[src/hdl/kcc_pkg.sv]
package kcc_pkg;

  // charset codes as delivered on the result channel
  typedef enum logic [1:0] {
    CS_EUCKR = 2'd0,
    CS_CP949 = 2'd1,
    CS_JOHAB = 2'd2
  } charset_t;

  // lead byte classes, none means no trail expected
  typedef enum logic [2:0] {
    LC_NONE    = 3'd0,
    LC_84_A0   = 3'd1,
    LC_A1_C6   = 3'd2,
    LC_C7_D3   = 3'd3,
    LC_D4_D7   = 3'd4,
    LC_D8_FF   = 3'd5
  } lead_class_t;

  typedef struct packed {
    lead_class_t pend;
    logic        not_euc;
    logic        not_johab;
    logic        decided;
    charset_t    code;
  } kcc_state_t;

  typedef struct packed {
    charset_t code;
    logic     early;
  } kcc_result_t;

  localparam kcc_state_t KCC_STATE_RST = '{
    pend:      LC_NONE,
    not_euc:   1'b0,
    not_johab: 1'b0,
    decided:   1'b0,
    code:      CS_EUCKR
  };

  // class of a lead byte, 0x81..0x83 are handled apart
  function automatic lead_class_t lead_class(input logic [7:0] b);
    lead_class_t cls;
    cls = LC_NONE;
    if (b >= 8'hD8) begin
      cls = LC_D8_FF;
    end else if (b >= 8'hD4) begin
      cls = LC_D4_D7;
    end else if (b >= 8'hC7) begin
      cls = LC_C7_D3;
    end else if (b >= 8'hA1) begin
      cls = LC_A1_C6;
    end else if (b >= 8'h84) begin
      cls = LC_84_A0;
    end
    return cls;
  endfunction

  function automatic logic is_johab_trail(input logic [7:0] b);
    return ((b >= 8'h5B) && (b <= 8'h60)) || ((b >= 8'h7B) && (b <= 8'h80));
  endfunction

  function automatic logic is_cp949_trail_low(input logic [7:0] b);
    return (b == 8'h52) || (b == 8'h72) || (b == 8'h92) ||
           ((b >= 8'h9E) && (b <= 8'hA0));
  endfunction

  function automatic logic is_cp949_trail_high(input logic [7:0] b);
    return (b == 8'hB2) || ((b >= 8'hBE) && (b <= 8'hC0)) || (b == 8'hD2) ||
           ((b >= 8'hDE) && (b <= 8'hE0)) || (b == 8'hF2) || (b == 8'hFE);
  endfunction

endpackage

[src/hdl/kcc_if.sv]
interface kcc_in_if;
  logic       valid;
  logic       ready;
  logic [7:0] text_byte;
  logic       end_of_text;

  modport source (output valid, text_byte, end_of_text, input ready);
  modport sink   (input valid, text_byte, end_of_text, output ready);
endinterface

interface kcc_out_if;
  logic       valid;
  logic       ready;
  logic [1:0] charset_code;
  logic       decided_early;

  modport source (output valid, charset_code, decided_early, input ready);
  modport sink   (input valid, charset_code, decided_early, output ready);
endinterface

[src/hdl/kcc_step.sv]
module kcc_step
  import kcc_pkg::*;
(
  input  kcc_state_t  state,
  input  logic [7:0]  text_byte,
  output kcc_state_t  state_nxt,
  output kcc_result_t result
);

  kcc_state_t  nxt;
  lead_class_t cls;

  always_comb begin
    nxt = state;
    cls = lead_class(text_byte);
    if (!state.decided) begin
      if (state.pend != LC_NONE) begin
        nxt.pend = LC_NONE;
        unique case (state.pend)
          LC_84_A0: begin
            if (is_johab_trail(text_byte)) begin
              nxt.decided = 1'b1;
              nxt.code    = CS_JOHAB;
            end else if (is_cp949_trail_low(text_byte) ||
                         is_cp949_trail_high(text_byte)) begin
              nxt.decided = 1'b1;
              nxt.code    = CS_CP949;
            end
          end
          LC_A1_C6: begin
            if (text_byte < 8'hA1) begin
              nxt.not_euc = 1'b1;
              if (is_johab_trail(text_byte)) begin
                nxt.decided = 1'b1;
                nxt.code    = CS_JOHAB;
              end else if (is_cp949_trail_low(text_byte)) begin
                nxt.decided = 1'b1;
                nxt.code    = CS_CP949;
              end
            end
          end
          LC_C7_D3, LC_D8_FF: begin
            if (text_byte < 8'hA1) begin
              nxt.decided = 1'b1;
              nxt.code    = CS_JOHAB;
            end
          end
          default: begin
            // trail after 0xd4..0xd7 is only consumed
          end
        endcase
      end else if ((text_byte >= 8'h81) && (text_byte <= 8'h83)) begin
        nxt.decided = 1'b1;
        nxt.code    = CS_CP949;
      end else begin
        nxt.pend = cls;
        if (cls == LC_84_A0) begin
          nxt.not_euc = 1'b1;
        end
        if (cls == LC_D4_D7) begin
          nxt.not_johab = 1'b1;
        end
      end
      if (!nxt.decided && nxt.not_euc && nxt.not_johab) begin
        nxt.decided = 1'b1;
        nxt.code    = CS_CP949;
      end
    end
  end

  assign state_nxt = nxt;

  always_comb begin
    if (nxt.decided) begin
      result.code  = nxt.code;
      result.early = 1'b1;
    end else begin
      result.code  = nxt.not_euc ? CS_CP949 : CS_EUCKR;
      result.early = 1'b0;
    end
  end

endmodule

[src/hdl/korean_charset_classifier.sv]
// a byte is registered in the input stage at acceptance; the result of a
// marked byte is registered in the result register as it leaves that stage.
// throughput: one byte per cycle, set by the state update loop, except that
// a marked byte waits while a held result is not taken. only the byte marked
// end_of_text yields a result; the classifier state clears after it. reset
// (rst_n low, synchronous) empties both stages and clears the classifier state
module korean_charset_classifier
  import kcc_pkg::*;
(
  input  logic            clk,
  input  logic            rst_n,
  kcc_in_if.sink          in_ch,
  kcc_out_if.source       out_ch
);

  // input stage
  logic        s1_valid_r, s1_valid_nxt;
  logic [7:0]  s1_byte_r;
  logic        s1_last_r;

  // classifier state
  kcc_state_t  state_r, state_nxt;
  kcc_state_t  step_nxt;
  kcc_result_t step_res;

  // result register
  logic        out_valid_r, out_valid_nxt;
  kcc_result_t out_r;

  logic in_fire;
  logic s1_adv;
  logic s1_fire;

  // a byte without the end mark never needs the result register,
  // a marked byte moves on once the result register is free or draining
  assign s1_adv  = !s1_last_r || !out_valid_r || out_ch.ready;
  assign s1_fire = s1_valid_r && s1_adv;

  assign in_ch.ready = !s1_valid_r || s1_adv;
  assign in_fire     = in_ch.valid && in_ch.ready;

  kcc_step u_step (
    .state     (state_r),
    .text_byte (s1_byte_r),
    .state_nxt (step_nxt),
    .result    (step_res)
  );

  always_comb begin
    s1_valid_nxt = s1_valid_r;
    if (in_fire) begin
      s1_valid_nxt = 1'b1;
    end else if (s1_fire) begin
      s1_valid_nxt = 1'b0;
    end
  end

  // end of text returns the state to reset for the next text
  always_comb begin
    state_nxt = state_r;
    if (s1_fire) begin
      state_nxt = s1_last_r ? KCC_STATE_RST : step_nxt;
    end
  end

  always_comb begin
    out_valid_nxt = out_valid_r;
    if (s1_fire && s1_last_r) begin
      out_valid_nxt = 1'b1;
    end else if (out_ch.ready) begin
      out_valid_nxt = 1'b0;
    end
  end

  always_ff @(posedge clk) begin
    if (!rst_n) begin
      s1_valid_r  <= 1'b0;
      out_valid_r <= 1'b0;
      state_r     <= KCC_STATE_RST;
    end else begin
      s1_valid_r  <= s1_valid_nxt;
      out_valid_r <= out_valid_nxt;
      state_r     <= state_nxt;
    end
  end

  // payload registers, no reset needed
  always_ff @(posedge clk) begin
    if (in_fire) begin
      s1_byte_r <= in_ch.text_byte;
      s1_last_r <= in_ch.end_of_text;
    end
    if (s1_fire && s1_last_r) begin
      out_r <= step_res;
    end
  end

  assign out_ch.valid         = out_valid_r;
  assign out_ch.charset_code  = out_r.code;
  assign out_ch.decided_early = out_r.early;

  // after the marked byte the state is back at reset
  a_clear_after_last: assert property (@(posedge clk) disable iff (!rst_n)
    (s1_fire && s1_last_r) |=> (state_r == KCC_STATE_RST))
    else $error("state not cleared after end of text");

  // a byte pattern never decides euc-kr
  a_decided_code: assert property (@(posedge clk) disable iff (!rst_n)
    state_r.decided |-> (state_r.code != CS_EUCKR))
    else $error("euc-kr held as a decision");

  // both flags set always forces a decision
  a_flags_decide: assert property (@(posedge clk) disable iff (!rst_n)
    (state_r.not_euc && state_r.not_johab) |-> state_r.decided)
    else $error("both flags set without decision");

  // a held result is not overwritten by the next marked byte
  a_no_overwrite: assert property (@(posedge clk) disable iff (!rst_n)
    (out_valid_r && !out_ch.ready) |-> !(s1_fire && s1_last_r))
    else $error("result overwritten while stalled");

endmodule

[src/flat_wrapper.sv]
// flat-port wrapper written by rule: the top's interface ports become plain ports
module korean_charset_classifier_flat import kcc_pkg::*;
  (clk, rst_n, in_ch_valid, in_ch_text_byte, in_ch_end_of_text, in_ch_ready, out_ch_valid, out_ch_charset_code, out_ch_decided_early, out_ch_ready);
  kcc_in_if in_ch_i ();
  kcc_out_if out_ch_i ();
  input  logic clk;
  input  logic rst_n;
  input wire logic [$bits(in_ch_i.valid)-1:0] in_ch_valid;
  input wire logic [$bits(in_ch_i.text_byte)-1:0] in_ch_text_byte;
  input wire logic [$bits(in_ch_i.end_of_text)-1:0] in_ch_end_of_text;
  output wire logic [$bits(in_ch_i.ready)-1:0] in_ch_ready;
  output wire logic [$bits(out_ch_i.valid)-1:0] out_ch_valid;
  output wire logic [$bits(out_ch_i.charset_code)-1:0] out_ch_charset_code;
  output wire logic [$bits(out_ch_i.decided_early)-1:0] out_ch_decided_early;
  input wire logic [$bits(out_ch_i.ready)-1:0] out_ch_ready;
  assign in_ch_i.valid = in_ch_valid;
  assign in_ch_i.text_byte = in_ch_text_byte;
  assign in_ch_i.end_of_text = in_ch_end_of_text;
  assign in_ch_ready = in_ch_i.ready;
  assign out_ch_valid = out_ch_i.valid;
  assign out_ch_charset_code = out_ch_i.charset_code;
  assign out_ch_decided_early = out_ch_i.decided_early;
  assign out_ch_i.ready = out_ch_ready;
  korean_charset_classifier u_core (.clk(clk), .rst_n(rst_n), .in_ch(in_ch_i), .out_ch(out_ch_i));
endmodule
[config.mk]
export PLATFORM = sky130hd
export DESIGN_NAME = korean_charset_classifier_flat
export DESIGN_NICKNAME = d
export VERILOG_FILES = /design/src/hdl/kcc_pkg.sv /design/src/hdl/kcc_if.sv /design/src/hdl/kcc_step.sv /design/src/hdl/korean_charset_classifier.sv /design/src/flat_wrapper.sv
export SDC_FILE = /design/constraint.sdc
export NUM_CORES = 1
export LEC_CHECK = 0
export BUFFER_PORTS_ARGS = -buffer_cell sky130_fd_sc_hd__buf_2
export CAP_MARGIN = 15
export CORE_MARGIN = 5
export CORE_UTILIZATION = 40
export DETAILED_ROUTE_END_ITERATION = 16
export PLACE_DENSITY_LB_ADDON = 0.08
export SYNTH_ARGS = -nofsm -noshare
export SYNTH_HDL_FRONTEND = slang
export SYNTH_HIERARCHICAL = 1
export SYNTH_SLANG_ARGS = --single-unit
[constraint.sdc]
create_clock -name clk -period 2.35 [get_ports clk]
set_input_delay 0.3525 -clock clk [delete_from_list [all_inputs] [get_ports clk]]
set_output_delay 0.3525 -clock clk [all_outputs]
set_load 0.1 [all_outputs]
; ---- Word level (Yosys, flattened, before mapping)
; Cells that the tools add are included.
[word_totals]
reg_bits = 22
input_bits = 13
out_inout_bits = 5
[op_classes]
order_cmp = 18
eq_ne = 15
n_mux = 33
n_reduce_logical = 34
[ops]
columns = operator, count
row1 = $ge 8x8->1 const B, 9
row2 = $eq 8x8->1 const B, 5
row3 = $le 8x8->1 const B, 5
row4 = $mux 3, 13
row5 = $eq 8x7->1 const B, 2
row6 = $ge 8x7->1 const B, 2
row7 = $mux 8, 2
row8 = $logic_or 1x1->1, 13
row9 = $mux 1, 12
row10 = $logic_and 1x1->1, 11
row11 = $pmux 3 s3, 1
row12 = $le 8x7->1 const B, 1
row13 = $lt 8x8->1 const B, 1
row14 = $mux 4, 2
row15 = $eq 3x1->1 const B, 2
row16 = $eq 3x2->1 const B, 2
row17 = $eq 3x3->1 const B, 2
row18 = $mux 5, 1
row19 = $logic_not 1->1, 4
row20 = $mux 2, 2
row21 = $reduce_bool 2->1, 2
row22 = $ne 3x2->1 const B, 1
row23 = $reduce_and 3->1, 1
row24 = $reduce_bool 3->1, 1
row25 = 3 further kinds, 3

; ---- Depth between registers and ports, before layout
; Gate-level depths: netlist of run 1.
[depth]
depth_word = 20
ltp_mapped = 9
depth_no_buf = 7

; ---- Hierarchy
; Netlist of run 1, hierarchy kept.
[by_module_without_submodules]
columns = module, n_inst, cells_per_inst, area_each_um2, seq_area_each_um2
row1 = korean_charset_classifier, 1, 43, 716.9, 560.5
row2 = kcc_step, 1, 109, 674.4, 0.0

; ---- Least setup slack after synthesis of run 1
; No wires, ideal clock.
[synth_timing]
kind = register to register
from = register u_core.out_valid_r (netlist: u_core/out_ch.valid)
to = register u_core.s1_valid_r
setup_ps = 91
t_arrival_ps = 2353
required_ps = 2259
path_slack_ps = -94
stages_incl_launch_ff = 4
period_less_slack_ps = 2444
path_cell_list = dfxtp_1 > nor2b_1 > nand3_1 > a21oi_1
[synth_via]
elab_chain_cells = 6
[synth_lines]
columns = item, line
row1 = start: declaration, korean_charset_classifier.sv:27  ; logic out_valid_r, out_valid_nxt;
row2 = start signal: assignment, korean_charset_classifier.sv:82  ; out_valid_r <= out_valid_nxt;
row3 = $logic_not 1->1 *, korean_charset_classifier.sv:36  ; assign s1_adv = !s1_last_r || !out_valid_r || out_ch.ready;
row4 = $logic_or 1x1->1 * (2 in series), korean_charset_classifier.sv:36
row5 = $logic_or 1x1->1 *, korean_charset_classifier.sv:39  ; assign in_ch.ready = !s1_valid_r || s1_adv;
row6 = via in_ch_ready, flat_wrapper.sv:11  ; output wire logic [$bits(in_ch_i.ready)-1:0] in_ch_ready;
row7 = $logic_and 1x1->1 *, korean_charset_classifier.sv:40  ; assign in_fire = in_ch.valid && in_ch.ready;
row8 = $mux 1 / $reduce_bool 2->1 (equally long branches), --
row9 = end signal: assignment, korean_charset_classifier.sv:81  ; s1_valid_r <= s1_valid_nxt;
row10 = end: declaration, korean_charset_classifier.sv:17  ; logic s1_valid_r, s1_valid_nxt;
; The timed path passes the listed nets; every way through them passes the cells marked *.
; A chain may end at the register's enable or synchronous reset.

==> metrics.txt, run 1 <==
# TYPE chip_impl_metric gauge
chip_impl_metric{name="dp_worst_setup_slack",unit="ps"} -10.2
chip_impl_metric{name="required",unit="ps"} 2600
chip_impl_metric{name="cellPowerDensity",unit="mW/mm^2"} 453
chip_impl_metric{name="chipHeight",unit="um"} 69.0
chip_impl_info{name="ys.flop_type",value="sky130_fd_sc_hd__edfxtp_1"} 1
chip_impl_metric{name="cts.reportedPaths.clkPinSlew",unit="ps"} 110
chip_impl_metric{name="vias",unit=""} 1282
chip_impl_metric{name="antenna_cells",unit=""} 0
chip_impl_metric{name="global_routing_met1_resource_utilization",unit="%"} 18.9
chip_impl_metric{name="asyncSetResetFlopFracSynth",unit="%"} 0
chip_impl_metric{name="layout_cells_sized_above_1",unit="%"} 27.0
chip_impl_metric{name="final_core_util",unit="%"} 48.6
chip_impl_metric{name="met3_demand_to_capacity_share_in_global_routing",unit="%"} 3.73
chip_impl_info{name="setup_repair_after_global_routing_missed_its_margin",value="true"} 1
chip_impl_info{name="synth.largest_area_cell",value="sky130_fd_sc_hd__edfxtp_1"} 1
chip_impl_metric{name="timing.final.max_slew_violations",unit=""} 0
chip_impl_metric{name="drt-vias-per-instance",unit=""} 5.72
chip_impl_metric{name="final.setup_skew",unit="ps"} 4.29
chip_impl_metric{name="rows",unit=""} 21
chip_impl_metric{name="worstSkewPairLatency",unit="ps"} 300
chip_impl_metric{name="placeableCoreArea",unit="mm^2"} 0.00336
chip_impl_info{name="yosys-top-cells-count",value="sky130_fd_sc_hd__a21oi_1 (15), sky130_fd_sc_hd__nand2_1 (13), sky130_fd_sc_hd__edfxtp_1 (12)"} 1
chip_impl_metric{name="syn-num-nets",unit=""} 165
chip_impl_info{name="class_of_the_worst_hold_path",value="in2reg"} 1
chip_impl_metric{name="route.antenna.remaining_nets",unit=""} 0
chip_impl_metric{name="use_met2",unit="%"} 27.7
chip_impl_info{name="crit_type",value="reg2reg"} 1
chip_impl_metric{name="place_hpwl",unit="um"} 2550
chip_impl_metric{name="route.detailed.drc",unit=""} 0
chip_impl_metric{name="drt-pass1-iter-count",unit=""} 4
chip_impl_metric{name="worst-slew-pin-transition",unit="ps"} 887
chip_impl_metric{name="portBuffers",unit=""} 17
chip_impl_metric{name="crit_buf_inv",unit=""} 0
chip_impl_metric{name="seq_area_frac_synth",unit="%"} 40.3
chip_impl_metric{name="htreeDepth",unit=""} 1
chip_impl_info{name="startpoint_type",value="flop"} 1
chip_impl_info{name="worstSetupEndpointType",value="flop"} 1
chip_impl_metric{name="global_route.usage.total",unit="%"} 15.9
chip_impl_metric{name="ys_types",unit=""} 51
chip_impl_metric{name="via_count_of_the_first_global_routing_pass",unit=""} 1262
chip_impl_metric{name="final.min_clock_period",unit="ps"} 2310
chip_impl_metric{name="syn_inst",unit=""} 152
chip_impl_metric{name="pin_count_of_the_biggest_net_entering_global_routing",unit=""} 14
chip_impl_metric{name="post_drt_wl_per_cell",unit="um"} 15.0
chip_impl_metric{name="syn-cell-area",unit="mm^2"} 0.00139
chip_impl_info{name="post-synth-top-count-cell",value="sky130_fd_sc_hd__a21oi_1"} 1
chip_impl_metric{name="fmax",unit="MHz"} 433
chip_impl_metric{name="die_area",unit="mm^2"} 0.00476
chip_impl_info{name="cells_traversed_along_the_worst_timing_path",value="or4b_4 > nor4_4 > a21oi_2 > a311o_1 > and3_4 > a211oi_2 > a22o_1"} 1
chip_impl_info{name="timing.critical_path.max_delay_family",value="simple AND/OR/NAND/NOR gates"} 1
chip_impl_metric{name="filler_free_cell_count_of_the_finished_design",unit=""} 224
chip_impl_info{name="cts-root-buf",value="sky130_fd_sc_hd__clkbuf_4"} 1
chip_impl_metric{name="initialDrtViolationCount",unit=""} 72
chip_impl_metric{name="period_share",unit="%"} 98.2
chip_impl_info{name="netlist_top_cells_area",value="sky130_fd_sc_hd__edfxtp_1 (26%), sky130_fd_sc_hd__dfxtp_1 (14%), sky130_fd_sc_hd__a21oi_1 (5.4%), sky130_fd_sc_hd__a22o_1 (5.0%), sky130_fd_sc_hd__nand2_1 (3.5%)"} 1
chip_impl_metric{name="num_io_pins",unit=""} 18
chip_impl_metric{name="drt-total-wl",unit="um"} 3370
chip_impl_info{name="result_of_the_run",value="finished clean"} 1
chip_impl_info{name="cts_tree",value="yes"} 1
chip_impl_metric{name="postSynthRegisterBits",unit=""} 22
chip_impl_metric{name="nets",unit=""} 192
chip_impl_metric{name="cts.sink_count",unit=""} 22
chip_impl_metric{name="place.gp.congestion",unit=""} 0.973
chip_impl_metric{name="ir_drop",unit="V"} 0.000259
chip_impl_metric{name="mean_instance_size_in_the_synthesized_netlist",unit="um^2"} 9.15
chip_impl_metric{name="global_route.overflow_total",unit=""} 0
chip_impl_metric{name="setup_tns",unit="ps"} 0
chip_impl_metric{name="cts_hold_buffers",unit=""} 0
chip_impl_metric{name="total_leakage_power",unit="nW"} 0.635
chip_impl_metric{name="post-synth-top-area-fraction",unit="%"} 25.9
chip_impl_metric{name="critPathMaxFanout",unit=""} 6
chip_impl_metric{name="dpl.cell_count",unit=""} 213
chip_impl_metric{name="floorplan.initialDensity",unit="%"} 41.4
chip_impl_metric{name="cts-buffers-inserted",unit=""} 3
chip_impl_metric{name="arrival",unit="ps"} 2560
chip_impl_metric{name="relSlewSlack",unit="%"} 40.6
chip_impl_info{name="timing.critical_path.slowest_stage_cell",value="sky130_fd_sc_hd__or4b_4"} 1
chip_impl_metric{name="synthToLayoutAreaGrowth",unit="%"} 17.4
chip_impl_metric{name="slowest_delay",unit="ps"} 590
chip_impl_metric{name="global_route_wire_length_before_repair",unit="um"} 5670
chip_impl_metric{name="max_cap_viol_count",unit=""} 0
chip_impl_metric{name="final_critical_path_setup_slack",unit="ps"} 43.0
chip_impl_metric{name="setup-violations-final",unit=""} 0
chip_impl_info{name="peak_usage_layer_in_the_global_routing_report",value="met2"} 1
chip_impl_metric{name="grt_antenna_before_repair",unit=""} 0
chip_impl_metric{name="cts.path.max_buffers",unit=""} 2
chip_impl_metric{name="die_x",unit="um"} 69.0
chip_impl_metric{name="ys.warnings.count",unit=""} 6
chip_impl_metric{name="edff_count_synth",unit=""} 12
chip_impl_metric{name="timing_hold_violations_final",unit=""} 0
chip_impl_metric{name="filler_cell_count",unit=""} 353
logic make-up (layout without fill, tap and decap cells):
kind of cell	Yosys count	count (layout)	synth area share, %
AND/OR/NAND/NOR	54	54	23.7
flip-flops	22	22	40.3
buffers and inverters	16	42	5.31
XOR/XNOR	1	1	0.630
AO/OA/AOI/OAI	59	59	30.0
path summary, 6_finish.rpt:
| check | from | to | slack, ps | cells after the start |
|---|---|---|---|---|
| worst max register to register | u_core/s1_byte_r[4] | u_core/state_r[1] | 40 | 7 |
| worst min-delay path | in_ch_text_byte[0] | u_core/s1_byte_r[0] | 220 | 1 |
| worst min register to register | u_core/state_r[3] | u_core/state_r[3] | 540 | 1 |
| worst max-delay path | u_core/s1_byte_r[4] | u_core/state_r[1] | 40 | 7 |
layout by cell type, fill, tap and decap left out, types with 2 or more instances in the layout:
cell,n
sky130_fd_sc_hd__nand3_1,4
sky130_fd_sc_hd__a22o_1,8
sky130_fd_sc_hd__o31ai_1,3
sky130_fd_sc_hd__o21a_1,3
sky130_fd_sc_hd__a211oi_1,2
sky130_fd_sc_hd__a31oi_1,5
sky130_fd_sc_hd__a21oi_1,15
sky130_fd_sc_hd__o22ai_1,2
sky130_fd_sc_hd__inv_1,8
sky130_fd_sc_hd__edfxtp_1,12
sky130_fd_sc_hd__buf_2,17
sky130_fd_sc_hd__a221oi_2,2
sky130_fd_sc_hd__nor2_1,7
sky130_fd_sc_hd__clkbuf_4,3
sky130_fd_sc_hd__o21ai_0,6
sky130_fd_sc_hd__nand2_1,13
sky130_fd_sc_hd__nor2b_1,2
sky130_fd_sc_hd__or3_1,3
sky130_fd_sc_hd__o21bai_1,2
sky130_fd_sc_hd__buf_4,13
sky130_fd_sc_hd__dfxtp_1,10
sky130_fd_sc_hd__nor3_1,4
sky130_fd_sc_hd__nand2b_1,5
metal layers:
layer	vias up	share of wire (%)
li1	632	-
met1	604	43
met2	40	50
met3	6	5.1
met4	0	1.5
met5	-	0
cell type report:
cell class              count  area [um^2]  area share [%]
multi-input cells         114          777            47.5
flip-flops and latches     22          561            34.3
repair buffers             30          183            11.2
well taps                  46         57.6            3.52
inverters                   8         30.0            1.84
clock buffers               3         22.5            1.38
clock inverters             1         3.75           0.230
power by group:
group / switching, mW / internal [mW]
registers: 0.0191 / 0.421
logic: 0.0786 / 0.0547
clock network: 0.105 / 0.0618
total: 0.203 / 0.538
state kept, by name, indices dropped and copies added, names as in the netlist:
register                     count
u_core/s1_byte_r                 8
u_core/s1_last_r                 1
u_core/out_ch.valid              1
u_core/state_r                   8
u_core/out_ch.charset_code       2
u_core/out_ch.decided_early      1
u_core/s1_valid_r                1
metrics by stage:
stage	instance area (um^2)	total power [mW]	hold slack, ps
finish	1630	0.741	223
CTS	1600	0.743	208
detailed placement	1540	0.569	506
global route	1630	0.785	191
global placement	1540	0.568	496
floorplan	1400	0.534	441
repair_timing:
item | CTS | global route
pin swaps | 0 | 4
setup buffers | 4 | 3
gates resized for setup | 1 | 2
endpoints found under the setup margin | 1 | 6
(Power assumes the default switching activity.)
==> run 2: changes to the inputs <==
--- a/config.mk
+++ b/config.mk
@@ -11,6 +11,7 @@
 export CORE_UTILIZATION = 40
 export DETAILED_ROUTE_END_ITERATION = 16
 export PLACE_DENSITY_LB_ADDON = 0.08
+export REMOVE_ABC_BUFFERS = 1
 export SYNTH_ARGS = -nofsm -noshare
 export SYNTH_HDL_FRONTEND = slang
 export SYNTH_HIERARCHICAL = 1
==> run 2 against run 1 <==
Largest cell class unchanged. Wire length decreased by 2.9%. Setup slack worse by 13 ps. Largest power group unchanged. Global-route usage down 1.0 points. Maximum frequency decreased by 0.57%. Cell count rose by 1.8%. Power up 10%. Clock power is 44% higher. Clock skew rose by 9.2 ps.
==> metrics.txt, run 2 (same netlist as run 1, synthesis figures left out) <==
# TYPE chip_impl_metric gauge
chip_impl_info{name="result_of_the_run",value="finished clean"} 1
chip_impl_info{name="layout_commonest_cell",value="sky130_fd_sc_hd__buf_2"} 1
chip_impl_info{name="timing.critical_path.max_delay_family",value="simple AND/OR/NAND/NOR gates"} 1
chip_impl_metric{name="rows",unit=""} 21
chip_impl_metric{name="route.antenna.remaining_nets",unit=""} 0
chip_impl_metric{name="cts.sink_count",unit=""} 22
chip_impl_metric{name="worstSkewPairLatency",unit="ps"} 300
chip_impl_metric{name="required",unit="ps"} 2610
chip_impl_metric{name="stdcell_area",unit="mm^2"} 0.00168
chip_impl_metric{name="setup-violations-final",unit=""} 0
chip_impl_metric{name="vias",unit=""} 1283
chip_impl_metric{name="cts.reportedPaths.clkPinSlew",unit="ps"} 130
chip_impl_metric{name="total_leakage_power",unit="nW"} 0.671
chip_impl_metric{name="holdWs",unit="ps"} 210
chip_impl_metric{name="drt-vias-per-instance",unit=""} 5.63
chip_impl_metric{name="cts-buffers-inserted",unit=""} 3
chip_impl_metric{name="worst-slew-pin-transition",unit="ps"} 914
chip_impl_metric{name="final.setup_skew",unit="ps"} 13.5
chip_impl_metric{name="grt_antenna_before_repair",unit=""} 0
chip_impl_metric{name="chipHeight",unit="um"} 69.0
chip_impl_metric{name="initialDrtViolationCount",unit=""} 90
chip_impl_metric{name="cts.path.max_buffers",unit=""} 2
chip_impl_metric{name="arrival",unit="ps"} 2580
chip_impl_metric{name="crit_buf_inv",unit=""} 0
chip_impl_metric{name="nets",unit=""} 196
chip_impl_info{name="setup_repair_after_global_routing_missed_its_margin",value="true"} 1
chip_impl_metric{name="place_hpwl",unit="um"} 2390
chip_impl_metric{name="timing.final.max_slew_violations",unit=""} 0
chip_impl_metric{name="ir_drop",unit="V"} 0.000299
chip_impl_metric{name="final_critical_path_setup_slack",unit="ps"} 29.6
chip_impl_metric{name="htreeDepth",unit=""} 1
chip_impl_info{name="cts-root-buf",value="sky130_fd_sc_hd__clkbuf_4"} 1
chip_impl_metric{name="setup_tns",unit="ps"} 0
chip_impl_metric{name="synthToLayoutAreaGrowth",unit="%"} 20.5
chip_impl_info{name="peak_usage_layer_in_the_global_routing_report",value="met2"} 1
chip_impl_info{name="worstSetupEndpointType",value="flop"} 1
chip_impl_metric{name="global_routing_met1_resource_utilization",unit="%"} 19.2
chip_impl_metric{name="route.detailed.drc",unit=""} 0
chip_impl_info{name="startpoint_type",value="flop"} 1
chip_impl_metric{name="filler_cell_count",unit=""} 349
chip_impl_info{name="cells_traversed_along_the_worst_timing_path",value="or3b_1 > or3_1 > nor2_1 > a31oi_1 > and3_4 > a211oi_2 > a22o_1"} 1
chip_impl_metric{name="relSlewSlack",unit="%"} 38.8
chip_impl_metric{name="post_dp_area",unit="mm^2"} 0.00155
chip_impl_metric{name="die_area",unit="mm^2"} 0.00476
chip_impl_metric{name="cellPowerDensity",unit="mW/mm^2"} 488
chip_impl_metric{name="via_count_of_the_first_global_routing_pass",unit=""} 1157
chip_impl_metric{name="portBuffers",unit=""} 17
chip_impl_info{name="crit_type",value="reg2reg"} 1
chip_impl_metric{name="final.min_clock_period",unit="ps"} 2320
chip_impl_metric{name="dp_worst_setup_slack",unit="ps"} 40.6
chip_impl_metric{name="met3_demand_to_capacity_share_in_global_routing",unit="%"} 2.59
chip_impl_info{name="most-common-layout-cells",value="sky130_fd_sc_hd__buf_2 (17), sky130_fd_sc_hd__buf_4 (16), sky130_fd_sc_hd__a21oi_1 (15)"} 1
chip_impl_metric{name="placeableCoreArea",unit="mm^2"} 0.00336
chip_impl_metric{name="overall_power_consumption",unit="uW"} 818
chip_impl_info{name="cts_tree",value="yes"} 1
chip_impl_metric{name="use_met2",unit="%"} 24.8
chip_impl_metric{name="drt-pass1-iter-count",unit=""} 4
chip_impl_metric{name="slowest_delay",unit="ps"} 530
chip_impl_metric{name="critPathMaxFanout",unit=""} 9
chip_impl_metric{name="place.gp.congestion",unit=""} 0.923
chip_impl_metric{name="fmax",unit="MHz"} 431
chip_impl_metric{name="max_cap_viol_count",unit=""} 0
chip_impl_metric{name="cts_hold_buffers",unit=""} 0
chip_impl_metric{name="layout_cells_sized_above_1",unit="%"} 26.9
chip_impl_metric{name="global_route.overflow_total",unit=""} 0
chip_impl_info{name="timing.critical_path.slowest_stage_cell",value="sky130_fd_sc_hd__edfxtp_1"} 1
chip_impl_metric{name="pin_count_of_the_biggest_net_entering_global_routing",unit=""} 14
chip_impl_metric{name="post_drt_wl_per_cell",unit="um"} 14.3
chip_impl_metric{name="dpl.cell_count",unit=""} 215
chip_impl_metric{name="reg2reg_setup_slack",unit="ps"} 30
chip_impl_metric{name="num_io_pins",unit=""} 18
chip_impl_metric{name="period_share",unit="%"} 98.7
chip_impl_info{name="class_of_the_worst_hold_path",value="in2reg"} 1
chip_impl_metric{name="timing_hold_violations_final",unit=""} 0
chip_impl_metric{name="drt-total-wl",unit="um"} 3270
chip_impl_metric{name="die_x",unit="um"} 69.0
chip_impl_metric{name="global_route_wire_length_before_repair",unit="um"} 5270
chip_impl_metric{name="final_core_util",unit="%"} 49.9
chip_impl_metric{name="antenna_cells",unit=""} 0
chip_impl_metric{name="global_route.usage.total",unit="%"} 14.8
chip_impl_metric{name="filler_free_cell_count_of_the_finished_design",unit=""} 228
chip_impl_metric{name="floorplan.initialDensity",unit="%"} 41.4
[run 2: final timing paths]
kind,from,endpoint,depth (start not counted)
setup / recovery,u_core/s1_byte_r[5],u_core/state_r[1],7
setup reg to reg,u_core/s1_byte_r[5],u_core/state_r[1],7
hold reg to reg,u_core/state_r[3],u_core/state_r[3],1
hold / removal,in_ch_end_of_text,u_core/s1_last_r,1
[run 2: what timing repair did]
item	4_1_cts	5_1_grt
endpoints found under the setup margin	0	5
resized for setup	0	1
buffers inserted	0	9
[run 2: report_power, final]
group          switching [mW]  total (mW)  internal [mW]
combinational          0.0791       0.138         0.0589
clock                   0.110       0.240          0.130
sequential             0.0185       0.440          0.421
[run 2: cell type report]
| class | count | area, um^2 | area share [%] |
|---|---|---|---|
| well taps | 46 | 57.6 | 3.43 |
| flip-flops and latches | 22 | 561 | 33.4 |
| multi-input cells | 114 | 763 | 45.5 |
| inverters | 8 | 30.0 | 1.79 |
| clock buffers | 4 | 47.5 | 2.84 |
| repair buffers | 34 | 218 | 13.0 |
[run 2: worst reg2reg max path, delay by kind of cell (launching register included)]
family	cells	cell delay [ps]
AND/OR/NAND/NOR	4	1310
AO/OA/AOI/OAI	3	450
flip-flops	1	530
[run 2: per-layer routing]
layer | share of wire [%] | wire length (um) | vias to the layer above
met5 | 0 | 0 | -
met4 | 0.70 | 23 | 0
met3 | 3.9 | 129 | 2
li1 | - | - | 639
met2 | 48 | 1580 | 27
met1 | 47 | 1530 | 615
==> run 3: changes to the inputs <==
--- a/config.mk
+++ b/config.mk
@@ -10,9 +10,11 @@
 export CORE_MARGIN = 5
 export CORE_UTILIZATION = 40
 export DETAILED_ROUTE_END_ITERATION = 16
+export GPL_TIMING_DRIVEN = 0
 export PLACE_DENSITY_LB_ADDON = 0.08
 export REMOVE_ABC_BUFFERS = 1
 export SYNTH_ARGS = -nofsm -noshare
 export SYNTH_HDL_FRONTEND = slang
 export SYNTH_HIERARCHICAL = 1
 export SYNTH_SLANG_ARGS = --single-unit
+export TNS_END_PERCENT = 100
==> run 3 against run 2 <==
Largest cell class unchanged. Hold slack better by 13 ps. Power is 0.97% higher. Clock-buffer cell count stayed put. Clock power is 4% higher. Sequential cell count stayed put. Combinational power hardly changed. Die area stayed put. First-iteration DRC count is 36% higher. Setup slack better by 13 ps. Clock skew is 17 ps higher. Critical endpoint unchanged. Maximum frequency is 0.57% higher.
==> metrics.txt, run 3 (same netlist as run 1, synthesis figures left out) <==
# TYPE chip_impl_metric gauge
chip_impl_metric{name="reg2reg_setup_slack",unit="ps"} 40
chip_impl_metric{name="post_drt_wl_per_cell",unit="um"} 14.7
chip_impl_metric{name="hold_path_depth",unit=""} 1
chip_impl_metric{name="initialDrtViolationCount",unit=""} 122
chip_impl_metric{name="timing_hold_violations_final",unit=""} 0
chip_impl_metric{name="wl_met1",unit="um"} 1500
chip_impl_info{name="timing.critical_path.slowest_stage_cell",value="sky130_fd_sc_hd__edfxtp_1"} 1
chip_impl_metric{name="post_dp_area",unit="mm^2"} 0.00149
chip_impl_info{name="timing.critical_path.max_delay_family",value="compound AO/OA/AOI/OAI gates"} 1
chip_impl_metric{name="timing.final.max_slew_violations",unit=""} 0
chip_impl_metric{name="pin_count_of_the_biggest_net_entering_global_routing",unit=""} 14
chip_impl_metric{name="worst-slew-pin-transition",unit="ps"} 858
chip_impl_metric{name="holdWs",unit="ps"} 223
chip_impl_metric{name="cts_hold_buffers",unit=""} 0
chip_impl_metric{name="stdcell_area",unit="mm^2"} 0.00165
chip_impl_metric{name="setup-violations-final",unit=""} 0
chip_impl_metric{name="required",unit="ps"} 2630
chip_impl_metric{name="arrival",unit="ps"} 2590
chip_impl_metric{name="placeableCoreArea",unit="mm^2"} 0.00336
chip_impl_metric{name="vias",unit=""} 1262
chip_impl_metric{name="fmax",unit="MHz"} 433
chip_impl_metric{name="crit_buf_inv",unit=""} 0
chip_impl_info{name="cts_tree",value="yes"} 1
chip_impl_metric{name="drt-vias-per-instance",unit=""} 5.63
chip_impl_info{name="worstSetupEndpointType",value="flop"} 1
chip_impl_metric{name="global_route_wire_length_before_repair",unit="um"} 5250
chip_impl_metric{name="floorplan.initialDensity",unit="%"} 41.4
chip_impl_metric{name="cts.reportedPaths.clkPinSlew",unit="ps"} 140
chip_impl_metric{name="portBuffers",unit=""} 17
chip_impl_metric{name="die_x",unit="um"} 69.0
chip_impl_metric{name="filler_cell_count",unit=""} 336
chip_impl_info{name="dr.max_layer_used",value="met4"} 1
chip_impl_metric{name="cts-buffers-inserted",unit=""} 3
chip_impl_metric{name="grt_antenna_before_repair",unit=""} 0
chip_impl_metric{name="antenna_cells",unit=""} 0
chip_impl_info{name="hold_path_startpoint",value="in_ch_text_byte[2]"} 1
chip_impl_metric{name="ir_drop",unit="V"} 0.000260
chip_impl_info{name="cts-root-buf",value="sky130_fd_sc_hd__clkbuf_4"} 1
chip_impl_info{name="setup_repair_after_global_routing_missed_its_margin",value="true"} 1
chip_impl_metric{name="worstSkewPairLatency",unit="ps"} 320
chip_impl_metric{name="met2_wirelength",unit="um"} 1530
chip_impl_metric{name="final.setup_skew",unit="ps"} 30.1
chip_impl_info{name="cells_traversed_along_the_worst_timing_path",value="or2_4 > a221oi_4 > nand3_1 > a311o_1 > and3_4 > a211oi_2 > a22o_1"} 1
chip_impl_info{name="class_of_the_worst_hold_path",value="in2reg"} 1
chip_impl_info{name="min_delay_worst_endpoint",value="u_core/s1_byte_r[2]"} 1
chip_impl_metric{name="final.min_clock_period",unit="ps"} 2310
chip_impl_metric{name="drt-pass1-iter-count",unit=""} 4
chip_impl_metric{name="via_count_of_the_first_global_routing_pass",unit=""} 1134
chip_impl_metric{name="place.gp.congestion",unit=""} 0.935
chip_impl_metric{name="num_io_pins",unit=""} 18
chip_impl_metric{name="max_cap_viol_count",unit=""} 0
chip_impl_metric{name="chipHeight",unit="um"} 69.0
chip_impl_metric{name="final_critical_path_setup_slack",unit="ps"} 42.7
chip_impl_metric{name="routed-wl-met3",unit="um"} 189
chip_impl_metric{name="place_hpwl",unit="um"} 2240
chip_impl_info{name="most-common-layout-cells",value="sky130_fd_sc_hd__buf_2 (18), sky130_fd_sc_hd__a21oi_1 (15), sky130_fd_sc_hd__nand2_1 (13)"} 1
chip_impl_metric{name="synthToLayoutAreaGrowth",unit="%"} 18.6
chip_impl_metric{name="total_leakage_power",unit="nW"} 0.646
chip_impl_metric{name="cts.path.max_buffers",unit=""} 2
chip_impl_metric{name="slowest_delay",unit="ps"} 500
chip_impl_info{name="result_of_the_run",value="finished clean"} 1
chip_impl_metric{name="die_area",unit="mm^2"} 0.00476
chip_impl_metric{name="critPathMaxFanout",unit=""} 7
chip_impl_metric{name="nets",unit=""} 192
chip_impl_metric{name="setup_tns",unit="ps"} 0
chip_impl_metric{name="cellPowerDensity",unit="mW/mm^2"} 500
chip_impl_info{name="crit_start",value="u_core/s1_byte_r[3]"} 1
chip_impl_metric{name="route.antenna.remaining_nets",unit=""} 0
chip_impl_info{name="layout_commonest_cell",value="sky130_fd_sc_hd__buf_2"} 1
chip_impl_metric{name="cts.sink_count",unit=""} 22
chip_impl_metric{name="global_route.usage.total",unit="%"} 14.8
chip_impl_metric{name="route.detailed.drc",unit=""} 0
chip_impl_metric{name="htreeDepth",unit=""} 1
chip_impl_info{name="r2r-end",value="u_core/state_r[1]"} 1
chip_impl_metric{name="worst_reg_to_reg_path_cell_count",unit=""} 7
chip_impl_metric{name="drt-total-wl",unit="um"} 3290
chip_impl_metric{name="layout_cells_sized_above_1",unit="%"} 25.8
chip_impl_metric{name="critical_path_depth",unit=""} 7
chip_impl_info{name="crit_type",value="reg2reg"} 1
chip_impl_metric{name="relSlewSlack",unit="%"} 42.5
chip_impl_metric{name="dp_worst_setup_slack",unit="ps"} -88.7
chip_impl_metric{name="rows",unit=""} 21
chip_impl_info{name="worstReg2RegStart",value="u_core/s1_byte_r[3]"} 1
chip_impl_metric{name="period_share",unit="%"} 98.2
chip_impl_info{name="startpoint_type",value="flop"} 1
chip_impl_metric{name="global_route.overflow_total",unit=""} 0
==> run 3: cell types whose count changed in the layout (fill, tap and decap cells not counted), sizes merged <==
cell	change
buf	-3
dlymetal6s2s	-1
==> run 3: cell type report <==
cell class / count / area [um^2] / share of cell area [%]
Inverter: 8 / 30.0 / 1.82
Tap cell: 46 / 57.6 / 3.49
Sequential cell: 22 / 561 / 34.0
Multi-Input combinational cell: 114 / 774 / 46.9
Timing Repair Buffer: 30 / 180 / 10.9
Clock buffer: 4 / 47.5 / 2.88
==> run 3: layer usage <==
metal | GRT usage, % | vias to the layer above
li1 | - | 631
met1 | 20.3 | 576
met2 | 23.0 | 46
met3 | 2.43 | 9
met4 | 5.84 | 0
met5 | 0 | -
==> run 3: power by group <==
| part | switching (mW) | internal [mW] |
|---|---|---|
| combinational | 0.0788 | 0.0562 |
| clock | 0.119 | 0.130 |
| sequential | 0.0197 | 0.421 |
==> run 3: worst max-delay path by stage <==
stage                        end
5_1_grt        u_core/state_r[1]
3_3_place_gp   u_core/state_r[1]
6_report       u_core/state_r[1]
4_1_cts        u_core/state_r[1]
2_1_floorplan  u_core/s1_valid_r
3_5_place_dp   u_core/state_r[1]
==> run 3: what timing repair did <==
action,CTS,global route
pin swaps,0,1
buffers inserted,0,13
setup endpoints to repair,4,6
gates resized for setup,1,1
==> run 3: metrics by stage <==
| step | total power, mW | utilization [%] | std cells |
|---|---|---|---|
| global route | 0.863 | 49.1 | 224 |
| CTS | 0.811 | 45.9 | 211 |
| global placement | 0.559 | 44.3 | 207 |
| floorplan | 0.529 | - | 144 |
| detailed placement | 0.561 | 44.3 | 207 |
| finish | 0.826 | 49.1 | 224 |
